--- src/sv/msts_pkg.sv ---
// Shared types, codes and widths for the multi-slot timer scheduler.
// No dependencies; every other file of the block imports this package.
package msts_pkg;

    // Default sizing, used as the defaults of the top level parameters.
    localparam int NUM_TIMERS_DEF = 16;
    localparam int DELAY_BITS_DEF = 32;

    // Fixed field widths of the stream channels.
    localparam int OP_W       = 2;
    localparam int DELAY_IN_W = 32;
    localparam int SLOT_W     = 4;
    localparam int KIND_W     = 2;
    localparam int S_TDATA_W  = 40;
    localparam int M_TDATA_W  = 8;

    // Bit positions of the input fields inside s_tdata.
    localparam int PERIODIC_BIT = DELAY_IN_W;
    localparam int SLOT_LSB     = DELAY_IN_W + 1;

    // At most this many expiry transactions are reported for one tick.
    localparam int MAX_RESULTS = 16;
    localparam int CNT_W       = 5;

    // Operation codes carried on s_tuser.
    localparam logic [OP_W-1:0] OP_TICK     = 2'd0;
    localparam logic [OP_W-1:0] OP_SCHEDULE = 2'd1;
    localparam logic [OP_W-1:0] OP_CANCEL   = 2'd2;

    // Result kinds carried on m_tuser.
    localparam logic [KIND_W-1:0] KIND_SCHEDULED = 2'd0;
    localparam logic [KIND_W-1:0] KIND_EXPIRED   = 2'd1;
    localparam logic [KIND_W-1:0] KIND_CANCELLED = 2'd2;
    localparam logic [KIND_W-1:0] KIND_REJECTED  = 2'd3;

    // Commands from the controller to the datapath.
    typedef struct packed {
        logic load;        // capture the accepted input transaction
        logic scan_start;  // clear the walk state and read slot zero
        logic scan_step;   // process the current slot and move on
        logic single_do;   // carry out a schedule or cancel
        logic flush;       // emit the held expiry as the final one
    } msts_cmd_t;

    // Status from the datapath to the controller.
    typedef struct packed {
        logic [OP_W-1:0] op;
        logic            scan_stall;
        logic            last_slot;
        logic            pend_valid;
        logic            out_free;
    } msts_status_t;

endpackage

--- src/sv/msts_ctrl.sv ---
// Controller state machine of the timer scheduler.
// Depends on msts_pkg for the command and status structs and the codes.
module msts_ctrl
(
    input  logic                  clk,
    input  logic                  rst_n,
    input  logic                  s_tvalid,
    output logic                  s_tready,
    input  msts_pkg::msts_status_t status,
    output msts_pkg::msts_cmd_t    cmd
);
    import msts_pkg::*;

    localparam logic [2:0] ST_IDLE     = 3'd0;
    localparam logic [2:0] ST_DISPATCH = 3'd1;
    localparam logic [2:0] ST_RESULT   = 3'd2;
    localparam logic [2:0] ST_SCAN     = 3'd3;
    localparam logic [2:0] ST_FLUSH    = 3'd4;

    logic [2:0] state_reg;
    logic [2:0] state_next;

    // Next state and command decode.
    always_comb
    begin
        state_next = state_reg;
        cmd        = '0;
        s_tready   = 1'b0;
        unique case (state_reg)
            ST_IDLE:
            begin
                s_tready = 1'b1;
                if (s_tvalid)
                begin
                    cmd.load   = 1'b1;
                    state_next = ST_DISPATCH;
                end
            end
            ST_DISPATCH:
            begin
                case (status.op)
                    OP_TICK:
                    begin
                        cmd.scan_start = 1'b1;
                        state_next     = ST_SCAN;
                    end
                    OP_SCHEDULE, OP_CANCEL:
                    begin
                        state_next = ST_RESULT;
                    end
                    default:
                    begin
                        state_next = ST_IDLE;
                    end
                endcase
            end
            ST_RESULT:
            begin
                if (status.out_free)
                begin
                    cmd.single_do = 1'b1;
                    state_next    = ST_IDLE;
                end
            end
            ST_SCAN:
            begin
                if (!status.scan_stall)
                begin
                    cmd.scan_step = 1'b1;
                    if (status.last_slot)
                    begin
                        state_next = ST_FLUSH;
                    end
                end
            end
            ST_FLUSH:
            begin
                if (!status.pend_valid)
                begin
                    state_next = ST_IDLE;
                end
                else if (status.out_free)
                begin
                    cmd.flush  = 1'b1;
                    state_next = ST_IDLE;
                end
            end
            default:
            begin
                state_next = ST_IDLE;
            end
        endcase
    end

    // State register.
    always_ff @(posedge clk or negedge rst_n)
    begin
        if (!rst_n)
        begin
            state_reg <= ST_IDLE;
        end
        else
        begin
            state_reg <= state_next;
        end
    end

endmodule

--- src/sv/msts_dp.sv ---
// Datapath of the timer scheduler: slot tables, countdown walk and result register.
// Depends on msts_pkg for field widths, codes and the command and status structs.
module msts_dp
#(
    parameter int NUM_TIMERS = msts_pkg::NUM_TIMERS_DEF,
    parameter int DELAY_BITS = msts_pkg::DELAY_BITS_DEF
)
(
    input  logic                             clk,
    input  logic                             rst_n,
    input  logic [msts_pkg::S_TDATA_W-1:0]   s_tdata,
    input  logic [msts_pkg::OP_W-1:0]        s_tuser,
    input  msts_pkg::msts_cmd_t              cmd,
    output msts_pkg::msts_status_t           status,
    output logic                             m_tvalid,
    input  logic                             m_tready,
    output logic [msts_pkg::M_TDATA_W-1:0]   m_tdata,
    output logic [msts_pkg::KIND_W-1:0]      m_tuser,
    output logic                             m_tlast
);
    import msts_pkg::*;

    localparam int IDX_W = (NUM_TIMERS > 1) ? $clog2(NUM_TIMERS) : 1;
    localparam logic [IDX_W-1:0] LAST_IDX = IDX_W'(NUM_TIMERS - 1);

    // Countdown and reload tables, one write and one registered read each.
    logic [DELAY_BITS-1:0] rem_mem    [NUM_TIMERS];
    logic [DELAY_BITS-1:0] reload_mem [NUM_TIMERS];
    logic [DELAY_BITS-1:0] rd_rem_reg;
    logic [DELAY_BITS-1:0] rd_reload_reg;
    logic [IDX_W-1:0]      rd_addr;
    logic                  rem_we;
    logic [IDX_W-1:0]      rem_waddr;
    logic [DELAY_BITS-1:0] rem_wdata;
    logic                  reload_we;

    // Per-slot flags.
    logic [NUM_TIMERS-1:0] busy_reg,  busy_next;
    logic [NUM_TIMERS-1:0] rearm_reg, rearm_next;

    // Captured input transaction.
    logic [OP_W-1:0]       op_reg;
    logic [DELAY_BITS-1:0] delay_reg;
    logic                  periodic_reg;
    logic [SLOT_W-1:0]     slot_reg;

    // Walk state.
    logic [IDX_W-1:0]      idx_reg,        idx_next;
    logic                  pend_valid_reg, pend_valid_next;
    logic [IDX_W-1:0]      pend_slot_reg,  pend_slot_next;
    logic [CNT_W-1:0]      rep_cnt_reg,    rep_cnt_next;

    // Result register.
    logic                  out_valid_reg, out_valid_next;
    logic [KIND_W-1:0]     out_kind_reg,  out_kind_next;
    logic [SLOT_W-1:0]     out_slot_reg,  out_slot_next;
    logic                  out_last_reg,  out_last_next;

    // Helpers.
    logic [DELAY_BITS+DELAY_IN_W-1:0] delay_wide;
    logic [DELAY_BITS-1:0]            delay_cut;
    logic [DELAY_BITS-1:0]            delay_norm;
    logic [IDX_W+SLOT_W-1:0]          cancel_wide;
    logic [IDX_W-1:0]                 cancel_idx;
    logic                             cancel_ok;
    logic [IDX_W+SLOT_W-1:0]          pend_wide;
    logic [IDX_W+SLOT_W-1:0]          free_wide;
    logic [IDX_W-1:0]                 free_idx;
    logic                             free_found;
    logic                             out_free;
    logic                             cur_busy;
    logic                             cur_expire;
    logic                             cur_report;

    // Input delay cut to the table width, with zero taken as one.
    assign delay_wide = (DELAY_BITS + DELAY_IN_W)'(s_tdata[DELAY_IN_W-1:0]);
    assign delay_cut  = delay_wide[DELAY_BITS-1:0];
    assign delay_norm = (delay_cut == '0) ? DELAY_BITS'(1) : delay_cut;

    // Capture of the accepted transaction.
    always_ff @(posedge clk)
    begin
        if (cmd.load)
        begin
            op_reg       <= s_tuser;
            delay_reg    <= delay_norm;
            periodic_reg <= s_tdata[PERIODIC_BIT];
            slot_reg     <= s_tdata[SLOT_LSB +: SLOT_W];
        end
    end

    // Lowest free slot.
    always_comb
    begin
        free_idx   = '0;
        free_found = 1'b0;
        for (int i = NUM_TIMERS - 1; i >= 0; i--)
        begin
            if (!busy_reg[i])
            begin
                free_idx   = IDX_W'(i);
                free_found = 1'b1;
            end
        end
    end

    // Cancel target, with slots beyond the table treated as idle.
    assign cancel_wide = (IDX_W + SLOT_W)'(slot_reg);
    assign cancel_idx  = cancel_wide[IDX_W-1:0];
    assign cancel_ok   = (32'(slot_reg) < 32'(NUM_TIMERS)) && busy_reg[cancel_idx];

    // Slot numbers narrowed to the result field.
    assign pend_wide = (IDX_W + SLOT_W)'(pend_slot_reg);
    assign free_wide = (IDX_W + SLOT_W)'(free_idx);

    // Current slot of the walk; read data belongs to idx_reg.
    assign out_free   = !out_valid_reg || m_tready;
    assign cur_busy   = busy_reg[idx_reg];
    assign cur_expire = cur_busy && (rd_rem_reg == DELAY_BITS'(1));
    assign cur_report = cur_expire && (rep_cnt_reg < CNT_W'(MAX_RESULTS));

    // Read address runs one slot ahead when the walk advances.
    always_comb
    begin
        if (cmd.scan_start)
        begin
            rd_addr = '0;
        end
        else if (cmd.scan_step && (idx_reg != LAST_IDX))
        begin
            rd_addr = idx_reg + 1'b1;
        end
        else
        begin
            rd_addr = idx_reg;
        end
    end

    // Next values of flags, walk state and result register.
    always_comb
    begin
        busy_next       = busy_reg;
        rearm_next      = rearm_reg;
        idx_next        = idx_reg;
        pend_valid_next = pend_valid_reg;
        pend_slot_next  = pend_slot_reg;
        rep_cnt_next    = rep_cnt_reg;
        out_valid_next  = out_valid_reg && !m_tready;
        out_kind_next   = out_kind_reg;
        out_slot_next   = out_slot_reg;
        out_last_next   = out_last_reg;
        rem_we          = 1'b0;
        rem_waddr       = idx_reg;
        rem_wdata       = rd_rem_reg - DELAY_BITS'(1);
        reload_we       = 1'b0;

        if (cmd.scan_start)
        begin
            idx_next        = '0;
            pend_valid_next = 1'b0;
            rep_cnt_next    = '0;
        end

        // One slot of the countdown walk.
        if (cmd.scan_step)
        begin
            if (idx_reg != LAST_IDX)
            begin
                idx_next = idx_reg + 1'b1;
            end
            if (cur_busy)
            begin
                rem_we = 1'b1;
                if (cur_expire)
                begin
                    if (rearm_reg[idx_reg])
                    begin
                        rem_wdata = rd_reload_reg;
                    end
                    else
                    begin
                        busy_next[idx_reg]  = 1'b0;
                        rearm_next[idx_reg] = 1'b0;
                    end
                end
            end
            if (cur_report)
            begin
                if (pend_valid_reg)
                begin
                    out_valid_next = 1'b1;
                    out_kind_next  = KIND_EXPIRED;
                    out_slot_next  = pend_wide[SLOT_W-1:0];
                    out_last_next  = 1'b0;
                end
                pend_valid_next = 1'b1;
                pend_slot_next  = idx_reg;
                rep_cnt_next    = rep_cnt_reg + 1'b1;
            end
        end

        // Final expiry of a tick.
        if (cmd.flush)
        begin
            out_valid_next  = 1'b1;
            out_kind_next   = KIND_EXPIRED;
            out_slot_next   = pend_wide[SLOT_W-1:0];
            out_last_next   = 1'b1;
            pend_valid_next = 1'b0;
        end

        // Schedule or cancel, each with a single result.
        if (cmd.single_do)
        begin
            out_valid_next = 1'b1;
            out_last_next  = 1'b1;
            if (op_reg == OP_SCHEDULE)
            begin
                if (free_found)
                begin
                    busy_next[free_idx]  = 1'b1;
                    rearm_next[free_idx] = periodic_reg;
                    rem_we               = 1'b1;
                    rem_waddr            = free_idx;
                    rem_wdata            = delay_reg;
                    reload_we            = 1'b1;
                    out_kind_next        = KIND_SCHEDULED;
                    out_slot_next        = free_wide[SLOT_W-1:0];
                end
                else
                begin
                    out_kind_next = KIND_REJECTED;
                    out_slot_next = '0;
                end
            end
            else
            begin
                if (cancel_ok)
                begin
                    busy_next[cancel_idx]  = 1'b0;
                    rearm_next[cancel_idx] = 1'b0;
                    out_kind_next          = KIND_CANCELLED;
                end
                else
                begin
                    out_kind_next = KIND_REJECTED;
                end
                out_slot_next = slot_reg;
            end
        end
    end

    // Table memories.
    always_ff @(posedge clk)
    begin
        if (rem_we)
        begin
            rem_mem[rem_waddr] <= rem_wdata;
        end
        if (reload_we)
        begin
            reload_mem[free_idx] <= delay_reg;
        end
        rd_rem_reg    <= rem_mem[rd_addr];
        rd_reload_reg <= reload_mem[rd_addr];
    end

    // Control registers.
    always_ff @(posedge clk or negedge rst_n)
    begin
        if (!rst_n)
        begin
            busy_reg       <= '0;
            rearm_reg      <= '0;
            idx_reg        <= '0;
            pend_valid_reg <= 1'b0;
            rep_cnt_reg    <= '0;
            out_valid_reg  <= 1'b0;
        end
        else
        begin
            busy_reg       <= busy_next;
            rearm_reg      <= rearm_next;
            idx_reg        <= idx_next;
            pend_valid_reg <= pend_valid_next;
            rep_cnt_reg    <= rep_cnt_next;
            out_valid_reg  <= out_valid_next;
        end
    end

    // Payload registers.
    always_ff @(posedge clk)
    begin
        pend_slot_reg <= pend_slot_next;
        out_kind_reg  <= out_kind_next;
        out_slot_reg  <= out_slot_next;
        out_last_reg  <= out_last_next;
    end

    // Status toward the controller.
    assign status.op         = op_reg;
    assign status.scan_stall = cur_report && pend_valid_reg && !out_free;
    assign status.last_slot  = (idx_reg == LAST_IDX);
    assign status.pend_valid = pend_valid_reg;
    assign status.out_free   = out_free;

    // Result channel.
    assign m_tvalid = out_valid_reg;
    assign m_tdata  = M_TDATA_W'(out_slot_reg);
    assign m_tuser  = out_kind_reg;
    assign m_tlast  = out_last_reg;

endmodule

--- src/sv/multi_slot_timer_scheduler_unit.sv ---
// Top level of the multi-slot timer scheduler: controller plus datapath.
// Depends on msts_pkg, msts_ctrl and msts_dp.
//
//  Channel   Direction  tdata (low bit up)                       tuser       tlast
//  s_        in         delay[31:0], periodic, slot[3:0], 0 pad  operation   -
//  m_        out        slot_index[3:0], 0 pad                   kind        last_result
//
// A tick walks the slot table through the single read port of the countdown memory,
// one slot per clock while the result register does not stall the walk.
// A schedule or cancel waits for a free result register; an undefined operation gives no result.
// Reset frees every slot at once; the countdown and reload tables need no clearing.
// A stalled result register holds the walk at the next slot that expires.
module multi_slot_timer_scheduler_unit
#(
    parameter int NUM_TIMERS = msts_pkg::NUM_TIMERS_DEF,
    parameter int DELAY_BITS = msts_pkg::DELAY_BITS_DEF
)
(
    input  logic                           clk,
    input  logic                           rst_n,
    input  logic                           s_tvalid,
    output logic                           s_tready,
    // delay[31:0], periodic, slot[3:0], zero pad
    input  logic [msts_pkg::S_TDATA_W-1:0] s_tdata,
    // operation[1:0]
    input  logic [msts_pkg::OP_W-1:0]      s_tuser,
    output logic                           m_tvalid,
    input  logic                           m_tready,
    // slot_index[3:0], zero pad
    output logic [msts_pkg::M_TDATA_W-1:0] m_tdata,
    // kind[1:0]
    output logic [msts_pkg::KIND_W-1:0]    m_tuser,
    output logic                           m_tlast
);
    import msts_pkg::*;

    msts_cmd_t    cmd;
    msts_status_t status;

    // Sequencing.
    msts_ctrl u_ctrl
    (
        .clk      (clk),
        .rst_n    (rst_n),
        .s_tvalid (s_tvalid),
        .s_tready (s_tready),
        .status   (status),
        .cmd      (cmd)
    );

    // Slot tables and result register.
    msts_dp
    #(
        .NUM_TIMERS (NUM_TIMERS),
        .DELAY_BITS (DELAY_BITS)
    )
    u_dp
    (
        .clk      (clk),
        .rst_n    (rst_n),
        .s_tdata  (s_tdata),
        .s_tuser  (s_tuser),
        .cmd      (cmd),
        .status   (status),
        .m_tvalid (m_tvalid),
        .m_tready (m_tready),
        .m_tdata  (m_tdata),
        .m_tuser  (m_tuser),
        .m_tlast  (m_tlast)
    );

endmodule

--- config.mk ---
export PLATFORM = sky130hd
export DESIGN_NAME = multi_slot_timer_scheduler_unit
export DESIGN_NICKNAME = d
export VERILOG_FILES = /design/src/sv/msts_pkg.sv /design/src/sv/msts_ctrl.sv /design/src/sv/msts_dp.sv /design/src/sv/multi_slot_timer_scheduler_unit.sv
export SDC_FILE = /design/constraint.sdc
export NUM_CORES = 2
export LEC_CHECK = 0
export ABC_AREA = 1
export BUFFER_PORTS_ARGS = -buffer_cell sky130_fd_sc_hd__clkbuf_2
export CAP_MARGIN = 10
export CORE_MARGIN = 2
export CORE_UTILIZATION = 31
export DETAILED_ROUTE_END_ITERATION = 10
export PLACE_DENSITY = 0.48
export SLEW_MARGIN = 15
export SYNTH_ARGS = -nofsm -noshare
export SYNTH_HDL_FRONTEND = slang
export SYNTH_SLANG_ARGS = --single-unit
--- constraint.sdc ---
create_clock -name clk -period 3.3 [get_ports clk]
set_input_delay 0.495 -clock clk [delete_from_list [all_inputs] [get_ports clk]]
set_output_delay 0.495 -clock clk [all_outputs]
set_load 0.02 [all_outputs]
==> run_results.csv <==
group,metric,value,unit
route,antenna_left,0,
synth,ys_seq_area_share,67.1,%
place,dp.cells,7092,
route,drcViolationCount,0,
layout,final.fill_count,16100,
synth,syn_avg_cell_area,10.6,µm²
synth,synth_top_area_cell,"edfxtp_1",
route,viasPerCell,4.87,
layout,fin_area,0.0617,mm²
synth,synthDistinctLibCells,50,
layout,layout.cells.non_filler,7381,
synth,synth_seq_cells,1184,
place,dpl_cell_area,0.0568,mm²
global_routing,grt_overflow,0,
timing,worst_slack,170,ps
global_routing,antenna_found_initial,3,
global_routing,grt_usage,18.5,%
route,drt_pass1_iterations,6,
timing,finalCritPeriodShare,94.9,%
setup_path,cp_max_fo,44,
global_routing,grt_max_degree,96,
die,num_rows,149,
die,dieArea,0.170,mm²
setup_path,r2r_start,"u_dp.idx_reg[1]",
status,status,"finished, final reports clean",
synth,syn_inst,4881,
synth,synthArstFlopShare,3.89,%
die,die_h,412,µm
layout,final_layout_size_suffix_gt1_share,12.2,%
synth,yosysMostFrequentCell,"nand2_1",
flow_run,maxCapViolCount,0,
die,start_util,31.3,%
setup_path,critPathMaxStageDelay,350,ps
global_routing,grt_pass1_vias,34900,
hold_path,hp-start,"s_tvalid",
clock_network,insertion_delay,780,ps
synth,synth_ff_type,"edfxtp_1",
timing,hold_violations,0,
layout,reg_top3,"u_dp.reload_mem (512), u_dp.rem_mem (512)",
synth,synth_area_leaders,"edfxtp_1 (62%), nand3_1 (9.9%), nand2_1 (9.5%), inv_1 (3.1%), nand3b_1 (2.8%)",
setup_path,crit_start,"u_dp.idx_reg[1]",
place,io_buffers,51,
place,dp_hpwl,93000,µm
timing,setup_tns,0,ps
synth,synth_warnings,0,
clock_network,cts-root-buf,"clkbuf_16",
setup_path,arrival,3820,ps
timing,rsz0062_at_grt,"no",
timing,worst_pin_slew,881,ps
setup_path,timing_worst_setup_path_type,"flop to flop",
place,gp_congestion,0.893,
synth,synth_edf_count,1073,
timing,slew_viol_final,0,
setup_path,critPathSlowestCell,"dfrtp_1",
die,core_area,0.165,mm²
layout,nNetsFinal,5139,
synth,synth_commonest_cells,"nand2_1 (1315), edfxtp_1 (1073), nand3_1 (1024)",
global_routing,grt_pass1_wl,235000,µm
power_and_ir_drop,leakage,24.1,nW
setup_path,cp_cell_sequence,"buf_4 -> buf_4 -> ha_1 -> inv_1 -> nor2_1 -> inv_1 -> o21ai_1 -> nand3_4 -> nand2_8 -> buf_4 -> buf_16 -> nand2_1 -> nand2_1 -> nand2_1 -> nand3_1 -> nand3_1 -> nand2_2",
timing,layout_min_cycle_time,3130,ps
clock_network,htree_levels,4,
clock_network,clk_pin_slew,60,ps
clock_network,cts_sinks,1184,
setup_path,cp_num_buf_inv,6,
synth,netlist_area,0.0517,mm²
setup_path,endpoint_kind,"flop",
clock_network,clockBufferDepth,3,
setup_path,worstSetupStartpointType,"flop",
timing,fin_worst_skew,33.4,ps
clock_network,cts_tree,"done",
setup_path,cp.required,3990,ps
layout,seq_area,0.0347,mm²
timing,fmax,319,MHz
place,dp_worst_setup_slack,-179,ps
power_and_ir_drop,power.density,924,mW/mm²
hold_path,hold_path_class,"primary input to flop",
route,drtIter0Drc,2880,
route,wl_per_cell,21.5,µm
power_and_ir_drop,ir_drop,561,µV
die,io_pins,59,
die,die_w,412,µm
setup_path,critPathTopFamily,"simple AND/OR/NAND/NOR gates",
layout,num_antenna_cells,0,
route,drt_wl_total,158000,µm
timing,relSlewSlack,41.2,%
synth,synth_top_area_share,62.3,%
timing,final-setup-viol-count,0,
layout,multi_input_area,0.0140,mm²
clock_network,cts_buffers,137,
route,num_vias,35900,
layout,area_growth,19.3,%
[layout make-up]
class                   count  share of cell area [%]
clock buffers             177                    5.90
clock inverters            68                    1.12
inverters                 436                    2.70
multi-input cells        2940                    22.7
flip-flops and latches   1184                    56.2
well taps                2189                    4.44
repair buffers            387                    6.92
[worst min-delay path: cells and delay by family]
kind / cells / cell delay, ps
buffers and inverters: 1 / 100
AOI/OAI and AO/OA: 2 / 260
[metrics by stage]
| step | hold WS (ps) | power (mW) | util [%] |
|---|---|---|---|
| floorplan | 199 | 32.6 | - |
| global placement | 436 | 42.3 | 34.3 |
| detailed placement | 438 | 42.3 | 34.3 |
| CTS | 59.4 | 57.2 | 37.2 |
| global route | 121 | 60.1 | 37.3 |
| finish | 122 | 57.0 | 37.3 |
[power breakdown]
part / total, mW / switching, mW / leakage (nW) / internal (mW)
Sequential: 20.0 / 1.05 / 10.8 / 19.0
Combinational: 22.3 / 15.2 / 11.1 / 7.09
Clock: 14.7 / 6.35 / 2.12 / 8.36
[cell families (layout without fill, tap and decap cells)]
kind of cell	count (synthesis)	after routing	share of synthesized area (%)
other	1	4	0.00725
xor gates and xnor gates	20	20	0.339
AOI/OAI and AO/OA	155	155	1.72
adders and majority gates	7	7	0.169
and+or+nand+nor	2754	2754	24.3
DFF	1184	1184	67.1
buffers and inverters	760	1068	6.40
[metal layers]
layer  vias to the layer above  GRT usage [%]  wire (µm)
met5                         -              0          0
met4                         0           5.08       3510
met3                       216           2.32       6970
met2                       896           30.3      75100
met1                     17700           25.8      72900
li1                      17100              -          -
[timing repair]
item                                    4_1_cts  5_1_grt
setup buffers                                 3        1
hold buffers                                 40        0
endpoints found under the hold margin        65        0
resized for setup                             4       31
endpoints found under the setup margin       60      622
pin swaps                                     1        1
[cell usage in the layout (no fill, tap or decap), drive strengths merged, types with 12 or more instances in the layout]
master,instances
nand2,1323
edfxtp,1073
nand3,1025
inv,443
buf,296
clkbuf,228
nand3b,193
nor2,153
o21ai,79
dfxtp,65
clkinv,55
dfrtp,46
dlygate4sd3,40
a21oi,34
nor3,24
nand4,17
xor2,14
o22ai,13
nor4,12
[path summary, 6_finish.rpt]
| kind | end | slack, ps | cells past startpoint |
|---|---|---|---|
| setup / recovery | u_dp.rd_rem_reg[17] | 170 | 17 |
| hold / removal | u_ctrl.state_reg[0] | 120 | 3 |
| setup reg to reg | u_dp.rd_rem_reg[17] | 170 | 17 |
| hold reg to reg | u_dp.m_tlast | 450 | 2 |
| max in group asynchronous | u_dp.busy_reg[8] | 2270 | 3 |
| min in group asynchronous | u_dp.busy_reg[5] | 350 | 2 |
(Power assumes the default switching activity.)
